### config.mk
export PLATFORM = sky130hd
export DESIGN_NAME = round_robin_schedule_sim_top
export DESIGN_NICKNAME = d
export VERILOG_FILES = /design/src/sv/rrs_pkg.sv /design/src/sv/rrs_ctrl.sv /design/src/sv/rrs_dp.sv /design/src/sv/round_robin_schedule_sim_top.sv
export SDC_FILE = /design/constraint.sdc
export NUM_CORES = 2
export LEC_CHECK = 0
export BUFFER_PORTS_ARGS = -buffer_cell sky130_fd_sc_hd__buf_2
export CORE_MARGIN = 3
export CORE_UTILIZATION = 50
export DETAILED_ROUTE_END_ITERATION = 8
export GPL_TIMING_DRIVEN = 0
export PLACE_DENSITY = 0.66
export SLEW_MARGIN = 40
export SYNTH_ARGS = -nofsm -noshare
export SYNTH_HDL_FRONTEND = slang
export SYNTH_HIERARCHICAL = 1
export SYNTH_SLANG_ARGS = --single-unit
### constraint.sdc
create_clock -name clk_i -period 13.2 [get_ports clk_i]
set_clock_uncertainty 0.15 [all_clocks]
set_input_delay 3.3 -clock clk_i [delete_from_list [all_inputs] [get_ports clk_i]]
set_output_delay 3.3 -clock clk_i [all_outputs]
set_load 0.01 [all_outputs]
### src/sv/rrs_pkg.sv
// Package: shared constants and types for the round-robin schedule simulator
package rrs_pkg;
  localparam int unsigned MaxProcs = 16;
  localparam int unsigned IdxW     = $clog2(MaxProcs);
  localparam int unsigned CntW     = $clog2(MaxProcs + 1);
  localparam int unsigned TimeW    = 21;
  localparam int unsigned SumW     = 25;

  typedef enum logic [8:0] {
    StIdle   = 9'b000000001,
    StScan   = 9'b000000010,
    StChoose = 9'b000000100,
    StPop    = 9'b000001000,
    StRun    = 9'b000010000,
    StFinish = 9'b000100000,
    StEmit   = 9'b001000000,
    StMin    = 9'b010000000,
    StClear  = 9'b100000000
  } rrs_state_e;

  typedef struct packed {
    logic load;
    logic scan_start;
    logic scan_step;
    logic min_start;
    logic min_step;
    logic jump;
    logic pop;
    logic run;
    logic push_cur;
    logic finish;
    logic clear;
  } rrs_cmd_t;

  typedef struct packed {
    logic scan_done;
    logic fifo_empty;
    logic cur_done;
    logic all_done;
  } rrs_sts_t;
endpackage

### src/sv/rrs_ctrl.sv
// Controller: sequences load, admit scans, turns and result emission
module rrs_ctrl (
  input  logic            clk_i,
  input  logic            rst_ni,
  input  logic            in_valid_i,
  input  logic            in_last_i,
  output logic            in_ready_o,
  output logic            out_valid_o,
  input  logic            out_ready_i,
  input  rrs_pkg::rrs_sts_t sts_i,
  output rrs_pkg::rrs_cmd_t cmd_o
);
  import rrs_pkg::*;

  rrs_state_e state_q, state_d;
  logic       after_q, after_d; // 1: scan follows a finish, go emit

  always_ff @(posedge clk_i or negedge rst_ni) begin
    if (!rst_ni) begin
      state_q <= StIdle;
      after_q <= 1'b0;
    end else begin
      state_q <= state_d;
      after_q <= after_d;
    end
  end

  assign in_ready_o  = (state_q == StIdle);
  assign out_valid_o = (state_q == StEmit);

  always_comb begin
    state_d = state_q;
    after_d = after_q;
    cmd_o   = '0;
    unique case (state_q)
      StIdle: begin
        if (in_valid_i) begin
          cmd_o.load = 1'b1;
          if (in_last_i) begin
            cmd_o.scan_start = 1'b1;
            after_d = 1'b0;
            state_d = StScan;
          end
        end
      end
      StScan: begin
        cmd_o.scan_step = 1'b1;
        if (sts_i.scan_done) begin
          state_d = after_q ? StEmit : StChoose;
        end
      end
      StChoose: begin
        if (sts_i.all_done) begin
          state_d = StClear;
        end else if (sts_i.fifo_empty) begin
          cmd_o.min_start = 1'b1;
          state_d = StMin;
        end else begin
          state_d = StPop;
        end
      end
      StMin: begin
        cmd_o.min_step = 1'b1;
        if (sts_i.scan_done) begin
          cmd_o.jump = 1'b1;
          cmd_o.scan_start = 1'b1;
          after_d = 1'b0;
          state_d = StScan;
        end
      end
      StPop: begin
        cmd_o.pop = 1'b1;
        state_d = StRun;
      end
      StRun: begin
        cmd_o.run = 1'b1;
        cmd_o.scan_start = 1'b1;
        if (sts_i.cur_done) begin
          state_d = StFinish;
        end else begin
          after_d = 1'b0;
          state_d = StScan;
        end
      end
      StFinish: begin
        cmd_o.finish = 1'b1;
        cmd_o.scan_start = 1'b1;
        after_d = 1'b1;
        state_d = StScan;
      end
      StEmit: begin
        if (out_ready_i) state_d = StChoose;
      end
      StClear: begin
        cmd_o.clear = 1'b1;
        state_d = StIdle;
      end
      default: state_d = StIdle;
    endcase
    // requeue preempted job once its admit scan completes
    if (state_q == StScan && sts_i.scan_done && !after_q && sts_i.cur_done == 1'b0) begin
      cmd_o.push_cur = 1'b1;
    end
  end
endmodule

### src/sv/rrs_dp.sv
// Datapath: job tables, ready queue, clock and accumulators
module rrs_dp (
  input  logic                  clk_i,
  input  logic                  rst_ni,
  input  logic [15:0]           quantum_i,
  input  logic [15:0]           arrival_i,
  input  logic [15:0]           burst_i,
  input  rrs_pkg::rrs_cmd_t     cmd_i,
  output rrs_pkg::rrs_sts_t     sts_o,
  output logic [4:0]            job_id_o,
  output logic [15:0]           job_arrival_o,
  output logic [15:0]           job_burst_o,
  output logic [20:0]           wait_time_o,
  output logic [20:0]           turnaround_o,
  output logic [24:0]           total_wait_o,
  output logic [24:0]           total_turnaround_o,
  output logic                  last_result_o
);
  import rrs_pkg::*;

  logic [15:0] arr_mem [MaxProcs];
  logic [15:0] bur_mem [MaxProcs];
  logic [15:0] rem_mem [MaxProcs];
  logic [IdxW-1:0] fifo_mem [MaxProcs];

  logic [MaxProcs-1:0] adm_q;
  logic [IdxW-1:0]     head_q;
  logic [CntW-1:0]     cnt_q, loaded_q, done_q;
  logic [TimeW-1:0]    now_q, min_q;
  logic                min_ok_q;
  logic [SumW-1:0]     sw_q, st_q;
  logic [CntW-1:0]     scan_q;
  logic [IdxW-1:0]     cur_q;
  logic [15:0]         cur_rem_q;
  logic                cur_live_q;
  logic [15:0]         q_eff;
  logic [IdxW-1:0]     si;
  logic                admit;
  logic [TimeW-1:0]    tat, wt;

  assign q_eff = (quantum_i == 16'd0) ? 16'd1 : quantum_i;
  assign si    = scan_q[IdxW-1:0];
  assign admit = (scan_q < loaded_q) && !adm_q[si] && ({5'd0, arr_mem[si]} <= now_q);
  assign tat   = now_q - {5'd0, arr_mem[cur_q]};
  assign wt    = tat - {5'd0, bur_mem[cur_q]};

  assign sts_o.scan_done   = (scan_q >= loaded_q);
  assign sts_o.fifo_empty  = (cnt_q == '0);
  assign sts_o.cur_done    = !cur_live_q || (cur_rem_q <= q_eff);
  assign sts_o.all_done    = (done_q >= loaded_q);

  always_ff @(posedge clk_i) begin
    if (cmd_i.load && loaded_q < CntW'(MaxProcs)) begin
      arr_mem[loaded_q[IdxW-1:0]] <= arrival_i;
      bur_mem[loaded_q[IdxW-1:0]] <= burst_i;
      rem_mem[loaded_q[IdxW-1:0]] <= burst_i;
    end
    if (cmd_i.run && cur_rem_q > q_eff) rem_mem[cur_q] <= cur_rem_q - q_eff;
    if (cmd_i.scan_step && admit) begin
      fifo_mem[head_q + cnt_q[IdxW-1:0]] <= si;
    end else if (cmd_i.push_cur) begin
      fifo_mem[head_q + cnt_q[IdxW-1:0]] <= cur_q;
    end
    if (cmd_i.pop) begin
      cur_q     <= fifo_mem[head_q];
      cur_rem_q <= rem_mem[fifo_mem[head_q]];
    end
    if (cmd_i.finish) begin
      job_id_o      <= 5'(cur_q) + 5'd1;
      job_arrival_o <= arr_mem[cur_q];
      job_burst_o   <= bur_mem[cur_q];
      wait_time_o   <= wt;
      turnaround_o  <= tat;
      last_result_o <= (done_q + 1'b1 == loaded_q);
      total_wait_o       <= (done_q + 1'b1 == loaded_q) ? sw_q + SumW'(wt) : '0;
      total_turnaround_o <= (done_q + 1'b1 == loaded_q) ? st_q + SumW'(tat) : '0;
    end
  end

  always_ff @(posedge clk_i or negedge rst_ni) begin
    if (!rst_ni) begin
      adm_q <= '0; head_q <= '0; cnt_q <= '0; loaded_q <= '0; done_q <= '0;
      now_q <= '0; sw_q <= '0; st_q <= '0; scan_q <= '0; cur_live_q <= 1'b0;
      min_q <= '0; min_ok_q <= 1'b0;
    end else begin
      if (cmd_i.clear) begin
        adm_q <= '0; head_q <= '0; cnt_q <= '0; loaded_q <= '0; done_q <= '0;
        now_q <= '0; sw_q <= '0; st_q <= '0;
      end
      if (cmd_i.load && loaded_q < CntW'(MaxProcs)) loaded_q <= loaded_q + 1'b1;
      if (cmd_i.scan_start || cmd_i.min_start) scan_q <= '0;
      if (cmd_i.min_start) min_ok_q <= 1'b0;
      if (cmd_i.scan_step) begin
        if (!sts_o.scan_done) scan_q <= scan_q + 1'b1;
        if (admit) begin
          adm_q[si] <= 1'b1;
          cnt_q <= cnt_q + 1'b1;
        end
      end
      if (cmd_i.min_step && !sts_o.scan_done) begin
        scan_q <= scan_q + 1'b1;
        if (!adm_q[si] && (!min_ok_q || {5'd0, arr_mem[si]} < min_q)) begin
          min_q    <= {5'd0, arr_mem[si]};
          min_ok_q <= 1'b1;
        end
      end
      if (cmd_i.jump) now_q <= min_q;
      if (cmd_i.push_cur) cnt_q <= cnt_q + 1'b1;
      if (cmd_i.pop) begin
        head_q <= head_q + 1'b1;
        cnt_q  <= cnt_q - 1'b1;
        cur_live_q <= 1'b1;
      end
      if (cmd_i.run) begin
        if (cur_rem_q > q_eff) begin
          now_q <= now_q + TimeW'(q_eff);
        end else begin
          now_q <= now_q + TimeW'(cur_rem_q);
          cur_live_q <= 1'b0;
        end
      end
      if (cmd_i.finish) begin
        done_q <= done_q + 1'b1;
        sw_q <= sw_q + SumW'(wt);
        st_q <= st_q + SumW'(tat);
      end
    end
  end
endmodule

### src/sv/round_robin_schedule_sim_top.sv
// Top level: round-robin schedule simulator
// Channel | Dir | Beat contents
// s_axis  | in  | tdata {burst, arrival}, tlast is_last
// m_axis  | out | tdata job fields, tuser last_result
// cfg     | in  | quantum write
// Load beats are taken while idle; the last beat starts an admit scan over all n loaded jobs.
// A preempting turn runs choose, pop, run and an admit scan.
// A finishing turn runs choose, pop, run, a finish step, an admit scan and emit.
// An empty queue adds choose, a minimum search and an admit scan.
// Results wait in the output register; the schedule stalls until taken.
// Reset clears the job set and sets the quantum to 4.
module round_robin_schedule_sim_top (
  input  logic         clk_i,
  input  logic         rst_ni,
  input  logic         cfg_we_i,
  input  logic [15:0]  cfg_wdata_i,
  input  logic         s_axis_tvalid,
  output logic         s_axis_tready,
  input  logic [31:0]  s_axis_tdata,  // arrival, burst
  input  logic         s_axis_tlast,
  output logic         m_axis_tvalid,
  input  logic         m_axis_tready,
  output logic [135:0] m_axis_tdata,  // job_id, job_arrival, job_burst, wait_time,
                                      // turnaround, total_wait, total_turnaround
  output logic         m_axis_tuser   // last_result
);
  import rrs_pkg::*;

  logic [15:0] quantum_q;
  rrs_cmd_t    cmd;
  rrs_sts_t    sts;
  logic [4:0]  id;
  logic [15:0] arr, bur;
  logic [20:0] wt, tat;
  logic [24:0] tw, tt;

  always_ff @(posedge clk_i or negedge rst_ni) begin
    if (!rst_ni) quantum_q <= 16'd4;
    else if (cfg_we_i) quantum_q <= cfg_wdata_i;
  end

  rrs_ctrl u_ctrl (
    .clk_i, .rst_ni,
    .in_valid_i(s_axis_tvalid), .in_last_i(s_axis_tlast), .in_ready_o(s_axis_tready),
    .out_valid_o(m_axis_tvalid), .out_ready_i(m_axis_tready),
    .sts_i(sts), .cmd_o(cmd)
  );

  rrs_dp u_dp (
    .clk_i, .rst_ni, .quantum_i(quantum_q),
    .arrival_i(s_axis_tdata[15:0]), .burst_i(s_axis_tdata[31:16]),
    .cmd_i(cmd), .sts_o(sts),
    .job_id_o(id), .job_arrival_o(arr), .job_burst_o(bur),
    .wait_time_o(wt), .turnaround_o(tat), .total_wait_o(tw),
    .total_turnaround_o(tt), .last_result_o(m_axis_tuser)
  );

  assign m_axis_tdata = {7'd0, tt, tw, tat, wt, bur, arr, id};

  a_no_load_busy: assert property (@(posedge clk_i) disable iff (!rst_ni)
    m_axis_tvalid |-> !s_axis_tready) else $error("load while emitting");
  a_hold: assert property (@(posedge clk_i) disable iff (!rst_ni)
    m_axis_tvalid && !m_axis_tready |=> $stable(m_axis_tdata)) else $error("result moved");
endmodule

Yosys cells after proc, flatten, opt, wreduce, memory -nomap -nowiden
Memories as Yosys holds them, arrays and structs flattened. A register that Yosys moved wholly into a read port is not among the register bits.
Cells that the tools add are included.
{"block": "totals", "wordCells": 183, "n_memories": 4, "ram_bits": 832, "register_bits": 289, "inputBits": 54}
{"block": "op_classes", "magnitude_cmp": 10, "n_reduce_logical": 31, "bitwise": 3, "add_sub_neg": 15, "n_eq_ne": 16, "muxes": 80}
{"name": "u_dp.arr_mem", "depth": 16, "word_bits": 16, "rd": 2, "rd_clocked_by_memory_dff": 1, "write_ports": 1, "line": "rrs_dp.sv:21", "source": "logic [15:0] arr_mem [MaxProcs];"}
{"name": "u_dp.bur_mem", "depth": 16, "word_bits": 16, "rd": 1, "rd_clocked_by_memory_dff": 1, "write_ports": 1, "line": "rrs_dp.sv:22", "source": "logic [15:0] bur_mem [MaxProcs];"}
{"name": "u_dp.rem_mem", "depth": 16, "word_bits": 16, "rd": 1, "rd_clocked_by_memory_dff": 1, "write_ports": 1, "line": "rrs_dp.sv:23", "source": "logic [15:0] rem_mem [MaxProcs];"}
{"name": "u_dp.fifo_mem", "depth": 16, "word_bits": 4, "rd": 1, "rd_clocked_by_memory_dff": 0, "write_ports": 1, "line": "rrs_dp.sv:24", "source": "logic [IdxW-1:0] fifo_mem [MaxProcs];"}
{"op": "21-bit two-way mux", "count": 4}
{"op": "16-bit two-way mux", "count": 5}
{"op": "25-bit two-way mux", "count": 3}
{"op": "9-bit case mux with 8 select lines", "count": 1}
{"op": "5-bit two-way mux", "count": 12}
{"op": "9-bit two-way mux", "count": 6}
{"op": "25-bit by 21-bit adder with 25-bit output", "count": 2}
{"op": "21-bit by 16-bit adder with 21-bit output", "count": 2}
{"op": "21-bit by 16-bit subtractor with 21-bit output", "count": 2}
{"op": "1-bit two-way mux", "count": 34}
{"op": "4-bit two-way mux", "count": 6}
{"op": "16-bit by 21-bit <= comparator with 1-bit output", "count": 1}
{"op": "5-bit by 1-bit adder with 5-bit output (second input constant)", "count": 4}
{"op": "16-bit greater-than comparator", "count": 1}
{"op": "16-bit <= comparator", "count": 1}
{"op": "16-bit logical NOT", "count": 1}
{"op": "16-bit less-than comparator", "count": 1}
{"op": "16-bit bitwise OR", "count": 1}
{"op": "16-bit OR reduction", "count": 1}
{"op": "16-bit subtractor", "count": 1}
{"op": "1-bit logical AND", "count": 11}
{"op": "5-bit >= comparator", "count": 2}
{"op": "5-bit AND reduction", "count": 2}
{"op": "9-bit by 1-bit == test with 1-bit output (second input constant)", "count": 1}
{"op": "37 further kinds", "count": 50}

Depth between registers and ports, before layout
{"block": "logic_depth", "word_depth": 11, "depth_mapped": 34, "mapped_depth_nobuf": 30}

Modules after synthesis
Netlist, hierarchy kept.
{"module": "rrs_dp", "area_each_um2": 53851.6, "instances": 1, "cells_each": 3323, "seq_area_each_um2": 32796.5}
{"module": "round_robin_schedule_sim_top", "area_each_um2": 706.9, "instances": 1, "cells_each": 42, "seq_area_each_um2": 401.6}
{"module": "rrs_ctrl", "area_each_um2": 644.4, "instances": 1, "cells_each": 71, "seq_area_each_um2": 251.5}

Least setup slack after synthesis
No wires, ideal clock.
{"block": "synth_path", "path_type": "reg2reg", "from": "register with a tool-made name", "to": "register u_dp.total_wait_o[23] (data pin)", "required_time_ps": 12784, "n_path_buf": 4, "path_slack_ps": 4588, "path_stages_with_launch": 33, "t_arrival_ps": 8196, "cell_sequence": "dfxtp_1 buf_2 clkbuf_1 buf_1 buf_1 mux4_2 mux4_2 ha_1 fa_1 nor2b_1 o211ai_1 nand2_1 nor2_1 o21bai_1 a21oi_1 xnor2_1 ha_1 nand2_1 o21ai_0 o21ai_0 maj3_1 maj3_1 o21ai_0 xor2_1 ha_1 and3_1 and3_1 a2111oi_0 nor3_1 a311oi_1 nor2_1 xnor2_1 nor2_1"}
{"item": "end signal: assignment", "line": "rrs_dp.sv:75", "source": "total_wait_o <= (done_q + 1'b1 == loaded_q) ? sw_q + SumW'(wt) : '0;"}
{"item": "end: declaration", "line": "rrs_dp.sv:15", "source": "output logic [24:0] total_wait_o,"}

==> flow_metrics.py <==
metrics = {
    "status": {
        "status": "finished clean",
    },
    "grt": {
        "grt_start_max_net_pins": 77,
        "globalRouteMet2Util": 0.433,
        "met3_usage": 0.0464,
        "grt_pass1_wl_um": 223000,
        "grt_pass1_vias": 33200,
        "grt_antenna_before_repair": 7,
        "grt_util_met1": 0.358,
        "busiest_layer": "met2",
        "grt_use_total": 0.264,
        "overflow": 0,
    },
    "floorplan": {
        "dieArea_mm2": 0.114,
        "start_util": 0.506,
        "num_rows": 121,
        "dieHeight_um": 338,
        "num_io_pins": 193,
        "die_w_um": 338,
        "core_area_mm2": 0.109,
    },
    "setup_path": {
        "startpoint_type": "register",
        "cp.required_ps": 13470,
        "crit_slowest_cell": "a311oi_1",
        "critPathMaxFanout": 10,
        "worst-path-buf-inv": 4,
        "cpPeakStageDelay_ps": 670,
        "criticalPathCategory": "register to register",
        "crit_top_cell": "clkbuf_1",
        "arrival_ps": 11020,
        "cp_top_family": "compound AO/OA/AOI/OAI gates",
        "worstSetupEndpointType": "register",
    },
    "timing": {
        "tns_ps": 0,
        "tightest_slew_ps": 907,
        "setup_viol": 0,
        "final_hold_viol_count": 0,
        "fmax_ghz": 0.0931,
        "finalCritPeriodShare": 0.814,
        "rsz0062_at_grt": "no",
        "maxSlewHeadroom": 0.390,
        "layout_min_cycle_time_ps": 10740,
        "slew_viol_final": 0,
    },
    "drt": {
        "drc_errors": 0,
        "first_pass_iters": 6,
        "dr.first_iter.drc_count": 3182,
        "vias": 33300,
        "drtAntennaViolNets": 0,
        "routed_wl_um": 152000,
        "drt-wirelength-per-cell_um": 28.1,
        "vias_per_cell": 6.17,
    },
    "clocking": {
        "tritoncts": "built",
        "clock-root-buffer": "clkbuf_16",
        "clock_tree.buffer_depth": 3,
        "insertion_delay_ps": 740,
        "htree_num_levels": 3,
        "cts_buffers": 116,
        "cts_hold_buf": 0,
        "clk_pin_slew_worst_paths_ps": 60,
        "cts_setup_buffers": 0,
        "cts-resized-gates": 0,
        "cts_sinks": 1141,
    },
    "placement": {
        "place_inst": 5179,
        "gp_congestion": 0.900,
        "portBuffers": 184,
        "dp_hpwl_um": 111000,
    },
    "yosys": {
        "synth.area.top_cells": "edfxtp_1 53%, mux4_2 14%, dfrtp_1 6.9%",
        "synth_area_leader_cell": "edfxtp_1",
        "post-synth-top-count-cell": "edfxtp_1",
        "yosys_warnings": 6,
        "synth_top_area_frac": 0.534,
        "async_flop_share": 0.136,
        "synthTopCellsByCount": "982 x edfxtp_1, 342 x mux4_2, 243 x mux2_2",
        "syn_area_per_cell_um2": 16.1,
        "synth_cell_types": 93,
        "synth_area_mm2": 0.0552,
        "synth-seq-area-share": 0.606,
        "synth_edf_count": 982,
        "synth_top_flop_cell": "edfxtp_1",
        "synth-seq-cells": 1141,
        "netlist_instances": 3436,
    },
    "flow_run": {
        "cap_violations": 0,
    },
    "hold_path": {
        "hold_class": "register to register",
    },
    "pwr": {
        "p_leak_nw": 22.4,
        "irDropWorstVdd_mv": 0.109,
        "p_per_area_mw_per_mm2": 155,
    },
    "final_layout": {
        "fin_nets": 4045,
        "fin_cells": 5399,
        "layout-drive-gt1-share": 0.300,
        "area_growth_syn_to_layout_pct": 14.5,
    },
}
==> area by class of cell <==
cell class,instances,area [um2]
sequential,1141,33400
buffer,197,907
fill,8411,45900
clock buffer,143,3030
inverter,152,571
antenna,2,5.00
clock inverter,75,681
timing repair buffer,261,2090
multi-input combinational,1952,20600
tap,1476,1850
==> sequential cells by signal, summed over array words and instances, names as in the netlist, 21 cells and up, named ones only <==
register	count
u_dp/turnaround_o	21
u_dp/wait_time_o	21
u_dp/bur_mem	256
u_dp/st_q	25
u_dp/total_wait_o	25
u_dp/rem_mem	256
u_dp/arr_mem	256
u_dp/now_q	21
u_dp/total_turnaround_o	25
u_dp/fifo_mem	64
u_dp/sw_q	25
==> cell families (layout without fill, tap and decap cells) <==
| logic type | count (synthesis) | after routing | synth area share |
|---|---|---|---|
| simple gates | 534 | 534 | 0.0498 |
| other cells | 1 | 9 | 0.0000679 |
| flops | 1141 | 1141 | 0.606 |
| fa+ha+maj | 176 | 176 | 0.0406 |
| compound gates | 487 | 487 | 0.0606 |
| mux | 640 | 640 | 0.200 |
| xor+xnor | 108 | 108 | 0.0173 |
| buf+inv | 349 | 828 | 0.0255 |
==> through the flow <==
step	area [um2]	hold slack, ps	total power [mW]	worst slack [ps]	utilization
6_report	63200	331	9.81	2460	0.579
4_1_cts	63200	336	9.85	2490	0.579
3_3_place_gp	58000	322	6.60	2210	0.531
5_1_grt	63200	347	10.2	1690	0.579
3_5_place_dp	59500	323	6.64	2550	0.545
2_1_floorplan	55200	299	5.86	4590	-
==> placed cells by master (no fill, tap or decap), drive strengths merged, types with 9 or more instances in the layout <==
cell type / count
a21boi: 9
a22oi: 10
a22o: 36
xnor2: 77
clkinv: 60
a221oi: 9
nor3: 54
o21a: 26
nand4: 11
nor2b: 36
o21ai: 98
o21bai: 16
inv: 155
a32o: 9
nand3: 40
o211ai: 9
o31ai: 20
and2: 34
a31oi: 11
a21oi: 101
or4: 14
mux2: 262
ha: 163
nor2: 124
nand2: 122
nor4: 13
and3: 17
xor2: 31
or2: 20
mux2i: 36
nand2b: 21
dfrtp: 153
clkbuf: 277
a21o: 54
edfxtp: 982
buf: 324
mux4: 342
==> per-layer routing <==
layer | vias up | part of all wire
li1 | 14400 | -
met1 | 17100 | 0.40
met2 | 1490 | 0.48
met3 | 290 | 0.080
met4 | 2 | 0.037
met5 | - | 0.000086
==> worst reg2reg max path: cells and delay by family, from the launching register on <==
| kind | cells | cell delay, ps |
|---|---|---|
| AO/OA/AOI/OAI | 11 | 2660 |
| buffers and inverters | 4 | 2310 |
| adder cells (fa/ha/maj) | 6 | 2150 |
| multiplexers | 2 | 1000 |
| XOR/XNOR | 3 | 980 |
| AND/OR/NAND/NOR | 7 | 820 |
| flip-flops | 1 | 350 |
==> path summary, 6_finish.rpt <==
kind                               start  slack [ps]  depth (start not counted)               endpoint
max                             register        2460                         33  u_dp/total_wait_o[23]
min                        u_dp/adm_q[6]         330                          1          u_dp/adm_q[6]
max reg2reg                     register        2460                         33  u_dp/total_wait_o[23]
min reg2reg                u_dp/adm_q[6]         330                          1          u_dp/adm_q[6]
max in group asynchronous         rst_ni        9750                          2           quantum_q[2]
min in group asynchronous         rst_ni        2330                          1           u_dp/st_q[8]
==> power breakdown <==
group	total, mW	switching [mW]	internal (mW)
logic	2.49	1.46	1.02
clock network	3.21	1.41	1.80
registers	4.12	0.0817	4.04
No activity file was read; power rests on OpenSTA's default activity.
